==> src/shcd_pkg.sv <==
// Package: types, codes and the CRC byte update shared by the deframer modules.
package shcd_pkg;

  localparam int HEADER_BYTES = 7;
  localparam int MAX_PAYLOAD  = 256;

  localparam logic [15:0] CRC_INIT = 16'hFFFF;
  localparam logic [15:0] CRC_POLY = 16'h1021;
  localparam logic [15:0] CRC_MSB  = 16'h8000;

  localparam logic [1:0] OP_BYTE     = 2'd0;
  localparam logic [1:0] OP_FLUSH    = 2'd1;
  localparam logic [1:0] OP_OVERFLOW = 2'd2;

  localparam logic [1:0] CFG_SYNC_FIRST  = 2'd0;
  localparam logic [1:0] CFG_SYNC_SECOND = 2'd1;
  localparam logic [1:0] CFG_VERSION     = 2'd2;
  localparam logic [1:0] CFG_MAX_LEN     = 2'd3;

  localparam logic [3:0] EV_HUNT        = 4'd0;
  localparam logic [3:0] EV_SYNC        = 4'd1;
  localparam logic [3:0] EV_HEADER      = 4'd2;
  localparam logic [3:0] EV_PAYLOAD     = 4'd3;
  localparam logic [3:0] EV_CRC         = 4'd4;
  localparam logic [3:0] EV_OK          = 4'd5;
  localparam logic [3:0] EV_BAD_VERSION = 4'd6;
  localparam logic [3:0] EV_BAD_LENGTH  = 4'd7;
  localparam logic [3:0] EV_BAD_CRC     = 4'd8;

  typedef enum logic [5:0] {
    PH_SYNC0   = 6'b000001,
    PH_SYNC1   = 6'b000010,
    PH_HEADER  = 6'b000100,
    PH_PAYLOAD = 6'b001000,
    PH_CRC0    = 6'b010000,
    PH_CRC1    = 6'b100000
  } phase_t;

  typedef struct packed {
    logic [7:0]  sync_first;
    logic [7:0]  sync_second;
    logic [7:0]  protocol_version;
    logic [15:0] max_payload_len;
  } cfg_t;

  typedef struct packed {
    logic [3:0]  event_res;
    logic        overflow_flag;
    logic [7:0]  data_byte;
    logic [15:0] payload_index;
    logic [7:0]  packet_type;
    logic [15:0] sequence_number;
    logic [15:0] payload_length;
    logic [7:0]  header_flags;
    logic [15:0] error_detail;
    logic [31:0] packet_count;
    logic [31:0] error_count;
  } result_t;

  function automatic logic [15:0] crc_byte(input logic [15:0] crc_in, input logic [7:0] b);
    logic [15:0] c;
    c = crc_in ^ {b, 8'h00};
    for (int i = 0; i < 8; i++) begin
      if ((c & CRC_MSB) != 16'h0000) begin
        c = {c[14:0], 1'b0} ^ CRC_POLY;
      end else begin
        c = {c[14:0], 1'b0};
      end
    end
    return c;
  endfunction

endpackage

==> src/sync_header_crc_deframer.sv <==
// Top level: input register, parser, result register and configuration port.
// A word accepted into the input register is parsed and then held in the result register, which drives out_valid.
// Throughput: one word per cycle; the input register and the result register advance
// together whenever the result register is empty or being read.
// Reset (rst, synchronous): parser hunts for the first sync byte, CRC preset, counters
// cleared, configuration back to its defaults, both register stages empty.
module sync_header_crc_deframer (
  input  logic        clk,
  input  logic        rst,
  input  logic        in_valid,
  output logic        in_ready,
  input  logic [1:0]  operation,
  input  logic [7:0]  rx_byte,
  output logic        out_valid,
  input  logic        out_ready,
  output logic [3:0]  event_res,
  output logic        overflow_flag,
  output logic [7:0]  data_byte,
  output logic [15:0] payload_index,
  output logic [7:0]  packet_type,
  output logic [15:0] sequence_number,
  output logic [15:0] payload_length,
  output logic [7:0]  header_flags,
  output logic [15:0] error_detail,
  output logic [31:0] packet_count,
  output logic [31:0] error_count,
  input  logic        cfg_valid,
  output logic        cfg_ready,
  input  logic [1:0]  cfg_index,
  input  logic [15:0] cfg_data
);
  import shcd_pkg::*;

  logic       s1_valid;
  logic [1:0] s1_op;
  logic [7:0] s1_byte;
  logic       advance, fire;
  cfg_t       cfg;
  result_t    res, out_res;

  assign cfg_ready = 1'b1;
  assign advance   = !out_valid || out_ready;
  assign in_ready  = !s1_valid || advance;
  assign fire      = s1_valid && advance;

  shcd_cfg_regs u_cfg (
    .clk       (clk),
    .rst       (rst),
    .cfg_valid (cfg_valid),
    .cfg_index (cfg_index),
    .cfg_data  (cfg_data),
    .cfg       (cfg)
  );

  shcd_parser u_parser (
    .clk  (clk),
    .rst  (rst),
    .fire (fire),
    .op   (s1_op),
    .rx   (s1_byte),
    .cfg  (cfg),
    .res  (res)
  );

  always_ff @(posedge clk) begin
    if (rst) begin
      s1_valid <= 1'b0;
    end else if (in_ready) begin
      s1_valid <= in_valid;
    end
  end

  always_ff @(posedge clk) begin
    if (in_valid && in_ready) begin
      s1_op   <= operation;
      s1_byte <= rx_byte;
    end
  end

  always_ff @(posedge clk) begin
    if (rst) begin
      out_valid <= 1'b0;
    end else if (advance) begin
      out_valid <= s1_valid;
    end
  end

  always_ff @(posedge clk) begin
    if (fire) begin
      out_res <= res;
    end
  end

  assign event_res       = out_res.event_res;
  assign overflow_flag   = out_res.overflow_flag;
  assign data_byte       = out_res.data_byte;
  assign payload_index   = out_res.payload_index;
  assign packet_type     = out_res.packet_type;
  assign sequence_number = out_res.sequence_number;
  assign payload_length  = out_res.payload_length;
  assign header_flags    = out_res.header_flags;
  assign error_detail    = out_res.error_detail;
  assign packet_count    = out_res.packet_count;
  assign error_count     = out_res.error_count;

endmodule

==> src/shcd_cfg_regs.sv <==
// Configuration register file: sync bytes, protocol version and length limit.
module shcd_cfg_regs (
  input  logic               clk,
  input  logic               rst,
  input  logic               cfg_valid,
  input  logic [1:0]         cfg_index,
  input  logic [15:0]        cfg_data,
  output shcd_pkg::cfg_t     cfg
);
  import shcd_pkg::*;

  always_ff @(posedge clk) begin
    if (rst) begin
      cfg.sync_first       <= 8'd170;
      cfg.sync_second      <= 8'd85;
      cfg.protocol_version <= 8'd1;
      cfg.max_payload_len  <= 16'(MAX_PAYLOAD);
    end else if (cfg_valid) begin
      case (cfg_index)
        CFG_SYNC_FIRST:  cfg.sync_first       <= cfg_data[7:0];
        CFG_SYNC_SECOND: cfg.sync_second      <= cfg_data[7:0];
        CFG_VERSION:     cfg.protocol_version <= cfg_data[7:0];
        CFG_MAX_LEN:     cfg.max_payload_len  <= cfg_data;
        default: ;
      endcase
    end
  end

endmodule

==> src/shcd_parser.sv <==
// Parser: sync hunt, header capture, payload forwarding, CRC check and counters.
module shcd_parser (
  input  logic                clk,
  input  logic                rst,
  input  logic                fire,
  input  logic [1:0]          op,
  input  logic [7:0]          rx,
  input  shcd_pkg::cfg_t      cfg,
  output shcd_pkg::result_t   res
);
  import shcd_pkg::*;

  phase_t      phase, phase_next;
  logic [7:0]  header_store [HEADER_BYTES];
  logic [2:0]  header_position, header_position_next;
  logic [15:0] payload_position, payload_position_next;
  logic [15:0] running_crc, running_crc_next;
  logic [7:0]  crc_low_byte, crc_low_byte_next;
  logic [31:0] valid_packets, valid_packets_next;
  logic [31:0] error_total, error_total_next;
  logic        hdr_write, show_hdr, flush;
  logic [15:0] crc_upd, hdr_len, pos_inc;

  assign crc_upd = crc_byte(running_crc, rx);
  assign hdr_len = {header_store[5], header_store[4]};
  assign pos_inc = payload_position + 16'd1;

  always_comb begin
    phase_next            = phase;
    header_position_next  = header_position;
    payload_position_next = payload_position;
    running_crc_next      = running_crc;
    crc_low_byte_next     = crc_low_byte;
    valid_packets_next    = valid_packets;
    error_total_next      = error_total;
    hdr_write             = 1'b0;
    show_hdr              = 1'b0;
    flush                 = 1'b0;
    res                   = '0;
    case (op)
      OP_BYTE: begin
        res.data_byte = rx;
        case (phase)
          PH_SYNC0: begin
            if (rx == cfg.sync_first) begin
              res.event_res = EV_SYNC;
              phase_next    = PH_SYNC1;
            end
          end
          PH_SYNC1: begin
            if (rx == cfg.sync_second) begin
              res.event_res        = EV_SYNC;
              header_position_next = 3'd0;
              running_crc_next     = CRC_INIT;
              phase_next           = PH_HEADER;
            end else if (rx == cfg.sync_first) begin
              res.event_res = EV_SYNC;
            end else begin
              phase_next = PH_SYNC0;
            end
          end
          PH_HEADER: begin
            hdr_write            = 1'b1;
            running_crc_next     = crc_upd;
            header_position_next = header_position + 3'd1;
            res.event_res        = EV_HEADER;
            if (header_position == 3'(HEADER_BYTES - 1)) begin
              if (header_store[0] != cfg.protocol_version) begin
                res.event_res    = EV_BAD_VERSION;
                res.error_detail = {8'h00, header_store[0]};
                error_total_next = error_total + 32'd1;
                flush            = 1'b1;
              end else if (hdr_len > cfg.max_payload_len) begin
                res.event_res    = EV_BAD_LENGTH;
                res.error_detail = hdr_len;
                show_hdr         = 1'b1;
                error_total_next = error_total + 32'd1;
                flush            = 1'b1;
              end else begin
                show_hdr              = 1'b1;
                payload_position_next = 16'd0;
                phase_next            = (hdr_len == 16'd0) ? PH_CRC0 : PH_PAYLOAD;
              end
            end
          end
          PH_PAYLOAD: begin
            res.event_res         = EV_PAYLOAD;
            show_hdr              = 1'b1;
            res.payload_index     = payload_position;
            running_crc_next      = crc_upd;
            payload_position_next = pos_inc;
            if (pos_inc >= hdr_len || pos_inc == 16'd0) begin
              phase_next = PH_CRC0;
            end
          end
          PH_CRC0: begin
            res.event_res     = EV_CRC;
            show_hdr          = 1'b1;
            crc_low_byte_next = rx;
            phase_next        = PH_CRC1;
          end
          PH_CRC1: begin
            show_hdr = 1'b1;
            if ({rx, crc_low_byte} == running_crc) begin
              res.event_res      = EV_OK;
              valid_packets_next = valid_packets + 32'd1;
            end else begin
              res.event_res    = EV_BAD_CRC;
              res.error_detail = {8'h00, header_store[1]};
              error_total_next = error_total + 32'd1;
            end
            flush = 1'b1;
          end
          default: flush = 1'b1;
        endcase
      end
      OP_FLUSH: flush = 1'b1;
      OP_OVERFLOW: begin
        flush             = 1'b1;
        error_total_next  = error_total + 32'd1;
        res.event_res     = EV_BAD_CRC;
        res.overflow_flag = 1'b1;
      end
      default: ;
    endcase
    if (flush) begin
      phase_next            = PH_SYNC0;
      header_position_next  = 3'd0;
      payload_position_next = 16'd0;
      running_crc_next      = CRC_INIT;
      crc_low_byte_next     = 8'd0;
    end
    if (show_hdr) begin
      res.packet_type     = header_store[1];
      res.sequence_number = {header_store[3], header_store[2]};
      res.payload_length  = hdr_len;
      res.header_flags    = (phase == PH_HEADER) ? rx : header_store[6];
    end
    res.packet_count = valid_packets_next;
    res.error_count  = error_total_next;
  end

  always_ff @(posedge clk) begin
    if (rst) begin
      phase            <= PH_SYNC0;
      header_position  <= 3'd0;
      payload_position <= 16'd0;
      running_crc      <= CRC_INIT;
      crc_low_byte     <= 8'd0;
      valid_packets    <= 32'd0;
      error_total      <= 32'd0;
    end else if (fire) begin
      phase            <= phase_next;
      header_position  <= header_position_next;
      payload_position <= payload_position_next;
      running_crc      <= running_crc_next;
      crc_low_byte     <= crc_low_byte_next;
      valid_packets    <= valid_packets_next;
      error_total      <= error_total_next;
    end
  end

  always_ff @(posedge clk) begin
    if (fire && hdr_write) begin
      header_store[header_position] <= rx;
    end
  end

  a_crc_close: assert property (@(posedge clk) disable iff (rst)
    fire && op == OP_BYTE && phase == PH_CRC1 |=> phase == PH_SYNC0 && running_crc == CRC_INIT)
    else $error("parser not flushed after closing CRC byte");

  a_overflow_count: assert property (@(posedge clk) disable iff (rst)
    fire && op == OP_OVERFLOW |=> error_total == $past(error_total) + 32'd1)
    else $error("overflow did not count an error");

  a_idle_counts: assert property (@(posedge clk) disable iff (rst)
    !fire |=> $stable(valid_packets) && $stable(error_total))
    else $error("counter moved without a word");

  a_hdr_pos: assert property (@(posedge clk) disable iff (rst)
    phase == PH_HEADER |-> header_position < 3'(HEADER_BYTES))
    else $error("header position past header length");

endmodule
==> config.mk <==
export PLATFORM = sky130hd
export DESIGN_NAME = sync_header_crc_deframer
export DESIGN_NICKNAME = d
export VERILOG_FILES = /design/src/shcd_pkg.sv /design/src/sync_header_crc_deframer.sv /design/src/shcd_cfg_regs.sv /design/src/shcd_parser.sv
export SDC_FILE = /design/constraint.sdc
export NUM_CORES = 1
export LEC_CHECK = 0
export ABC_AREA = 1
export BUFFER_PORTS_ARGS = -buffer_cell sky130_fd_sc_hd__buf_2
export CORE_MARGIN = 3
export CORE_UTILIZATION = 53
export CTS_BUF_LIST = sky130_fd_sc_hd__clkbuf_16
export DETAILED_ROUTE_END_ITERATION = 10
export GPL_TIMING_DRIVEN = 0
export PLACE_DENSITY = 0.81
export SLEW_MARGIN = 20
export SYNTH_ARGS = -nofsm -noshare
export SYNTH_HDL_FRONTEND = slang
export SYNTH_SLANG_ARGS = --single-unit
==> constraint.sdc <==
create_clock -name clk -period 17.85 [get_ports clk]
set_input_delay 0 -clock clk [delete_from_list [all_inputs] [get_ports clk]]
set_output_delay 0 -clock clk [all_outputs]
set_load 0.01 [all_outputs]
==> results of run 1 <==
power breakdown:
group          switching (mW)  total [mW]  internal [mW]  leakage (nW)
Combinational           0.157       0.237         0.0799          6.00
Sequential             0.0317       0.997          0.965          3.41
Clock                   0.360       0.811          0.452         0.663
flip-flops by register name (all words and copies together), names as in the netlist, 16 cells and up:
| register | cells |
|---|---|
| sequence_number | 16 |
| error_count | 32 |
| packet_count | 32 |
| u_parser.running_crc | 16 |
| payload_length | 16 |
| u_parser.error_total | 32 |
| error_detail | 16 |
| u_cfg.cfg | 40 |
| u_parser.valid_packets | 32 |
| u_parser.header_store | 56 |
| u_parser.payload_position | 16 |
| payload_index | 16 |
layout by cell type (no fill, tap or decap), types with 64 or more instances in the layout:
master,n
sky130_fd_sc_hd__clkbuf_1,64
sky130_fd_sc_hd__xor2_1,84
sky130_fd_sc_hd__nand3_1,148
sky130_fd_sc_hd__a21oi_1,168
sky130_fd_sc_hd__buf_2,210
sky130_fd_sc_hd__inv_1,335
sky130_fd_sc_hd__dfxtp_1,155
sky130_fd_sc_hd__nand2_1,488
sky130_fd_sc_hd__o21ai_0,141
sky130_fd_sc_hd__edfxtp_1,223
sky130_fd_sc_hd__nor2_1,285
area by class of cell:
| class | count | area, sq um | area share (%) |
|---|---|---|---|
| flip-flops and latches | 378 | 9800 | 43.0 |
| multi-input cells | 1566 | 7950 | 34.9 |
| repair buffers | 234 | 1440 | 6.31 |
| inverters | 333 | 1250 | 5.49 |
| clock buffers | 41 | 1030 | 4.51 |
| well taps | 461 | 577 | 2.53 |
| plain buffers | 102 | 472 | 2.07 |
| clock inverters | 33 | 254 | 1.12 |
metrics by stage:
step,worst slack [ps],hold slack (ps)
after floorplan,12130,98.9
after global placement,10160,177
after detailed placement,13580,178
after CTS,13540,97.8
after global routing,13590,125
final,13730,110
how the worst min path moves through the flow:
stage / start / to / slack [ps] / cells past startpoint
final: rst / u_parser.valid_packets[1] / 110 / 4
after global routing: rx_byte[6] / s1_byte[6] / 120 / 2
after CTS: rx_byte[3] / s1_byte[3] / 100 / 2
after detailed placement: rx_byte[5] / s1_byte[5] / 180 / 1
after global placement: rx_byte[0] / s1_byte[0] / 180 / 1
after floorplan: rx_byte[0] / s1_byte[0] / 100 / 0
worst max-delay path: stages, from the launching register on:
cell and delay, ps:
sky130_fd_sc_hd__edfxtp_1 420, sky130_fd_sc_hd__inv_1 80, sky130_fd_sc_hd__ha_1 130, sky130_fd_sc_hd__clkbuf_1 640, sky130_fd_sc_hd__clkinv_1 610, sky130_fd_sc_hd__nor3_1 510, sky130_fd_sc_hd__clkbuf_1 420, sky130_fd_sc_hd__nand2_1 260
sky130_fd_sc_hd__nor3_2 660
logic make-up after synthesis:
group | count (synthesis) | synth area share (%)
adders and majority gates | 41 | 2.64
AOI/OAI and AO/OA | 372 | 10.0
and+or+nand+nor | 1039 | 22.8
xor gates and xnor gates | 113 | 5.29
buffers and inverters | 435 | 8.84
other | 1 | 0.0193
DFF | 378 | 50.4
per-layer routing:
layer  wire length (microns)  share of wire [%]  global-route usage, %
met4                    2280                4.0                   12.0
met3                    5590                9.7                   5.34
met5                       7              0.012                      0
met1                   23600                 41                   39.4
met2                   26100                 45                   46.8
repair_timing:
action / in CTS / in global routing
hold buffers: 41 / 0
endpoints found under the setup margin: 0 / 0
hold endpoints to repair: 52 / 0
==> flow_metrics.py, run 1 <==
metrics = {
    "clock_tree": {
        "cts-root-buf": "sky130_fd_sc_hd__clkbuf_16",
        "postCtsSetupBuffers": 0,
        "numCtsBuffers": 40,
        "clock_path_buffers": 3,
        "htree_num_levels": 2,
        "cts.sinks": 378,
        "cts-resized-gates": 0,
        "tritoncts": "done",
        "clk_transition_reported_paths_ps": 60,
        "clock_latency_ps": 590,
    },
    "worst_setup_path": {
        "cp_data_arrival_time_ps": 4330,
        "criticalPathCategory": "reg2reg",
        "worst_setup_path_end_kind": "flip-flop",
        "worstPathMaxFanout": 10,
        "critical_path.startpoint_type": "flip-flop",
        "regToRegSetupSlack_ps": 13730,
        "cp-endpoint": "u_parser.header_store[3][3]",
        "cp-startpoint": "s1_op[1]",
        "worstReg2RegStart": "s1_op[1]",
        "required_ps": 18060,
        "r2r_cells": 8,
        "worstReg2RegEnd": "u_parser.header_store[3][3]",
    },
    "logic_synthesis": {
        "post-synth-top-count-cell": "sky130_fd_sc_hd__nand2_1",
        "seq_area_frac_synth_pct": 50.4,
        "synth.cell_area_sq_um": 19400,
        "synth_top_area_share_pct": 34.5,
        "number_of_unique_standard_cell_types_used_by_synthesis": 49,
        "mappedNetlistNets": 2453,
        "synth_seq_cells": 378,
        "synth_enable_flop_cells": 223,
        "yosys_warnings": 0,
        "synth_async_sr_flop_share_pct": 0,
        "netlist_instances": 2379,
        "synth_top_flop_cell": "sky130_fd_sc_hd__edfxtp_1",
        "syn-mean-instance-area_sq_um": 8.17,
        "post_synth_most_frequent_cells": "sky130_fd_sc_hd__nand2_1 (488), sky130_fd_sc_hd__inv_1 (323), sky130_fd_sc_hd__nor2_1 (285), sky130_fd_sc_hd__edfxtp_1 (223), sky130_fd_sc_hd__a21oi_1 (168)",
        "ys_top_cells_by_area": "sky130_fd_sc_hd__edfxtp_1 (34%), sky130_fd_sc_hd__dfxtp_1 (16%), sky130_fd_sc_hd__nand2_1 (9.4%)",
        "synth_top_area_cell": "sky130_fd_sc_hd__edfxtp_1",
    },
    "finish": {
        "postLayoutCellArea_sq_um": 22800,
        "final_cells": 3148,
        "diodes": 0,
        "finish.net_count": 2729,
        "finalCoreUtilization_pct": 63.5,
        "final_layout_size_suffix_gt1_share_pct": 12.4,
        "area.growth.synth_to_final_pct": 17.1,
        "fillerInstances": 2922,
    },
    "placed_design": {
        "dp_cells": 3033,
        "detailedPlacementHpwl_mm": 40.9,
        "detailed_place.area_sq_um": 21100,
        "gpl.final_weighted_congestion": 0.960,
        "portBuffers": 190,
    },
    "floorplanning": {
        "die_area_sq_um": 39000,
        "placementRows": 69,
        "initial_core_util_pct": 54.2,
        "core_area_sq_um": 35800,
        "die_y_microns": 198,
        "io_pins": 193,
        "die_x_microns": 198,
    },
    "timing": {
        "drv_slew": 0,
        "maxSlewHeadroom_pct": 26.5,
        "worst_clock_skew_ps": 32.5,
        "finalCritPeriodShare_pct": 23.1,
        "final_hold_violation_count": 0,
        "grt_setup_unrepaired": "false",
        "worstMarginPinSlew_ps": 1090,
        "period_minus_slack_ps": 4120,
        "setup-tns-final_ps": 0,
        "fmax_mhz": 243,
        "report.final.setup_viol": 0,
    },
    "power_and_ir_drop": {
        "ir_worst_vdd_mv": 0.0678,
        "power_leakage_nw": 10.1,
        "power.density_nw_per_um2": 89.8,
        "post-layout-total-power_mw": 2.05,
    },
    "route": {
        "via_per_inst": 5.63,
        "routed_wl_mm": 57.6,
        "antenna_violation_net_count_after_detailed_routing": 0,
        "drt-wirelength-per-cell_microns": 18.3,
        "detailroute.via_count": 17700,
        "1st_pass_router_iterations": 6,
        "drt_first_iter_violations": 1966,
        "drc": 0,
    },
    "grt": {
        "overflow_left_after_global_routing": 0,
        "grt_util_all_layers_pct": 29.1,
        "grt_pass1_vias": 17100,
        "grt_pass1_wl_mm": 90.0,
        "initial_antenna_violation_count": 1,
        "largest_net_degree_at_the_start_of_global_routing": 60,
    },
    "job": {
        "max-cap-violations": 0,
    },
    "hold_path": {
        "classification_of_the_worst_slack_hold_path": "in2reg",
    },
    "outcome": {
        "status": "complete, no violations",
    },
}
Power figures use the tool's default switching activity.
==> inputs of run 2 (changes only) <==
--- a/config.mk
+++ b/config.mk
@@ -12,7 +12,7 @@
 export CTS_BUF_LIST = sky130_fd_sc_hd__clkbuf_16
 export DETAILED_ROUTE_END_ITERATION = 10
 export GPL_TIMING_DRIVEN = 0
-export PLACE_DENSITY = 0.81
+export PLACE_DENSITY = 0.84
 export SLEW_MARGIN = 20
 export SYNTH_ARGS = -nofsm -noshare
 export SYNTH_HDL_FRONTEND = slang
==> constraint.sdc (replaced) <==
create_clock -name clk -period 3.7 [get_ports clk]
set_input_delay 0 -clock clk [delete_from_list [all_inputs] [get_ports clk]]
set_output_delay 0 -clock clk [all_outputs]
set_load 0.01 [all_outputs]
==> flow_metrics.py, run 2 (same netlist as run 1, synthesis figures left out) <==
metrics = {
    "clock_tree": {
        "htree_num_levels": 2,
        "tritoncts": "done",
        "clock_path_buffers": 3,
        "postCtsSetupBuffers": 0,
        "cts-root-buf": "sky130_fd_sc_hd__clkbuf_16",
        "clock_latency_ps": 600,
        "cts.sinks": 378,
        "clk_transition_reported_paths_ps": 70,
        "numCtsBuffers": 40,
    },
    "grt": {
        "groute.layer.met1.usage_pct": 39.4,
        "initial_antenna_violation_count": 2,
        "met3_usage_pct": 5.51,
        "overflow_left_after_global_routing": 0,
        "grt_util_all_layers_pct": 29.5,
        "grt_util_met2_pct": 47.2,
        "grt_pass1_vias": 17200,
        "grt-busiest-layer": "met2",
        "grt_pass1_wl_mm": 91.2,
        "largest_net_degree_at_the_start_of_global_routing": 97,
    },
    "floorplanning": {
        "initial_core_util_pct": 54.2,
        "die_area_sq_um": 39000,
        "die_y_microns": 198,
        "io_pins": 193,
        "core_area_sq_um": 35800,
        "die_x_microns": 198,
        "placementRows": 69,
    },
    "worst_setup_path": {
        "worstPathMaxFanout": 10,
        "cp_data_arrival_time_ps": 4030,
        "critical_path.startpoint_type": "flip-flop",
        "worstReg2RegEnd": "packet_type[1]",
        "worstReg2RegStart": "u_parser.header_position[1]",
        "r2r_cells": 9,
        "required_ps": 4040,
        "worst_setup_path_end_kind": "flip-flop",
        "regToRegSetupSlack_ps": 4,
        "criticalPathCategory": "reg2reg",
    },
    "finish": {
        "area.growth.synth_to_final_pct": 18.3,
        "regMostFlops": "u_parser.header_store",
        "finish.net_count": 2724,
        "reg.largest.list": "u_parser.header_store: 56 flops, u_cfg.cfg: 40 flops",
        "final_layout_size_suffix_gt1_share_pct": 13.0,
        "final_cells": 3144,
        "mostFrequentLayoutCells": "sky130_fd_sc_hd__nand2_1 (488), sky130_fd_sc_hd__inv_1 (323), sky130_fd_sc_hd__nor2_1 (284)",
        "largest_register_ff_count": 56,
        "layout.cells.most_common": "sky130_fd_sc_hd__nand2_1",
    },
    "placed_design": {
        "gpl.final_weighted_congestion": 0.952,
        "portBuffers": 190,
        "dp_cells": 3031,
        "detailedPlacementHpwl_mm": 40.9,
        "dp_slack_ps": -470,
    },
    "timing": {
        "grt_setup_unrepaired": "false",
        "final_hold_violation_count": 0,
        "worst_clock_skew_ps": 42.7,
        "drv_slew": 0,
        "fmax_mhz": 271,
        "period_minus_slack_ps": 3700,
        "report.final.setup_viol": 0,
        "maxSlewHeadroom_pct": 31.7,
        "finalCritPeriodShare_pct": 99.9,
        "finalWorstSetupSlack_ps": 4.02,
        "worstMarginPinSlew_ps": 1020,
    },
    "power_and_ir_drop": {
        "power.switching_fraction_pct": 26.0,
        "cellInternalPower_mw": 7.80,
        "total_switching_power_mw": 2.75,
        "power_leakage_nw": 10.1,
        "power.share.combinational_pct": 10.8,
        "share_of_total_power_in_sequential_cells_pct": 45.6,
        "power.density_nw_per_um2": 459,
        "ir_worst_vdd_mv": 0.309,
        "p_clk_share_pct": 43.6,
    },
    "route": {
        "drc": 0,
        "via_per_inst": 5.63,
        "drt_first_iter_violations": 2045,
        "detailroute.via_count": 17700,
        "1st_pass_router_iterations": 6,
        "antenna_violation_net_count_after_detailed_routing": 0,
        "drt-wirelength-per-cell_microns": 18.5,
        "routed_wl_mm": 58.1,
    },
    "hold_path": {
        "timing.hold.worst_endpoint": "s1_byte[2]",
        "min_delay_path_depth": 2,
        "classification_of_the_worst_slack_hold_path": "in2reg",
        "min_from": "rx_byte[2]",
    },
    "job": {
        "max-cap-violations": 0,
    },
    "outcome": {
        "status": "complete, no violations",
    },
}
[run 2: what timing repair did]
action / 4_1_cts / 5_1_grt
endpoints found under the setup margin: 56 / 62
hold buffers: 39 / 0
hold endpoints to repair: 52 / 0
resized for setup: 9 / 6
gates cloned: 0 / 0
[run 2: per-layer routing]
layer	share of wire, %	up-vias
met5	0	-
met4	4.8	0
met3	9.4	196
met2	45	1001
met1	40	8198
li1	-	8306
[run 2: critical path, stage by stage, from the launching register on]
cell                       delay, ps
sky130_fd_sc_hd__dfxtp_1         490
sky130_fd_sc_hd__ha_1            280
sky130_fd_sc_hd__nand2_1         260
sky130_fd_sc_hd__inv_1           240
sky130_fd_sc_hd__nand2_1         210
sky130_fd_sc_hd__nor2_1          150
sky130_fd_sc_hd__o31ai_1         760
sky130_fd_sc_hd__clkbuf_1        580
sky130_fd_sc_hd__buf_2           360
sky130_fd_sc_hd__nor2_1           80
[run 2: final cells by class]
cell class                 instances  area, sq um
sequential                       378         9800
fill                            2861        12800
tap                              461          577
timing repair buffer             230         1370
clock inverter                    33          488
clock buffer                      41         1030
inverter                         333         1250
antenna                            1         2.50
buffer                           101          474
multi-input combinational       1566         8000
[run 2: stage by stage]
stage               hold slack (ps)  area (sq um)  utilization [%]  power (mW)  TNS [ps]
floorplan                      98.9         19400                -        5.59         0
detailed placement              178         21000             58.6        5.96    -16680
global placement                178         21000             58.5        5.93   -113960
global route                    121         23000             64.2        10.9         0
CTS                            98.0         23000             64.1        10.5         0
finish                          115         23000             64.2        10.5         0
[run 2: power groups by stage]
stage          sequential [mW]  combinational [mW]  clock [mW]
6_report                  4.81                1.14        4.59
5_1_grt                   4.83                1.26        4.79
4_1_cts                   4.81                1.11        4.61
3_5_place_dp              4.89                1.07           0
3_3_place_gp              4.90                1.03           0
2_1_floorplan             4.90               0.693           0
[run 2: worst max-delay path by stage]
stage / slack (ps) / start / cells after the start / endpoint
2_1_floorplan: 440 / out_valid / 4 / data_byte[0]
3_3_place_gp: -580 / out_valid / 4 / header_flags[0]
3_5_place_dp: -470 / s1_op[1] / 8 / u_parser.header_store[2][2]
4_1_cts: 50 / s1_op[0] / 8 / u_parser.header_store[6][4]
5_1_grt: 30 / u_parser.payload_position[1] / 24 / u_parser.phase[3]
6_report: 4 / u_parser.header_position[1] / 9 / packet_type[1]
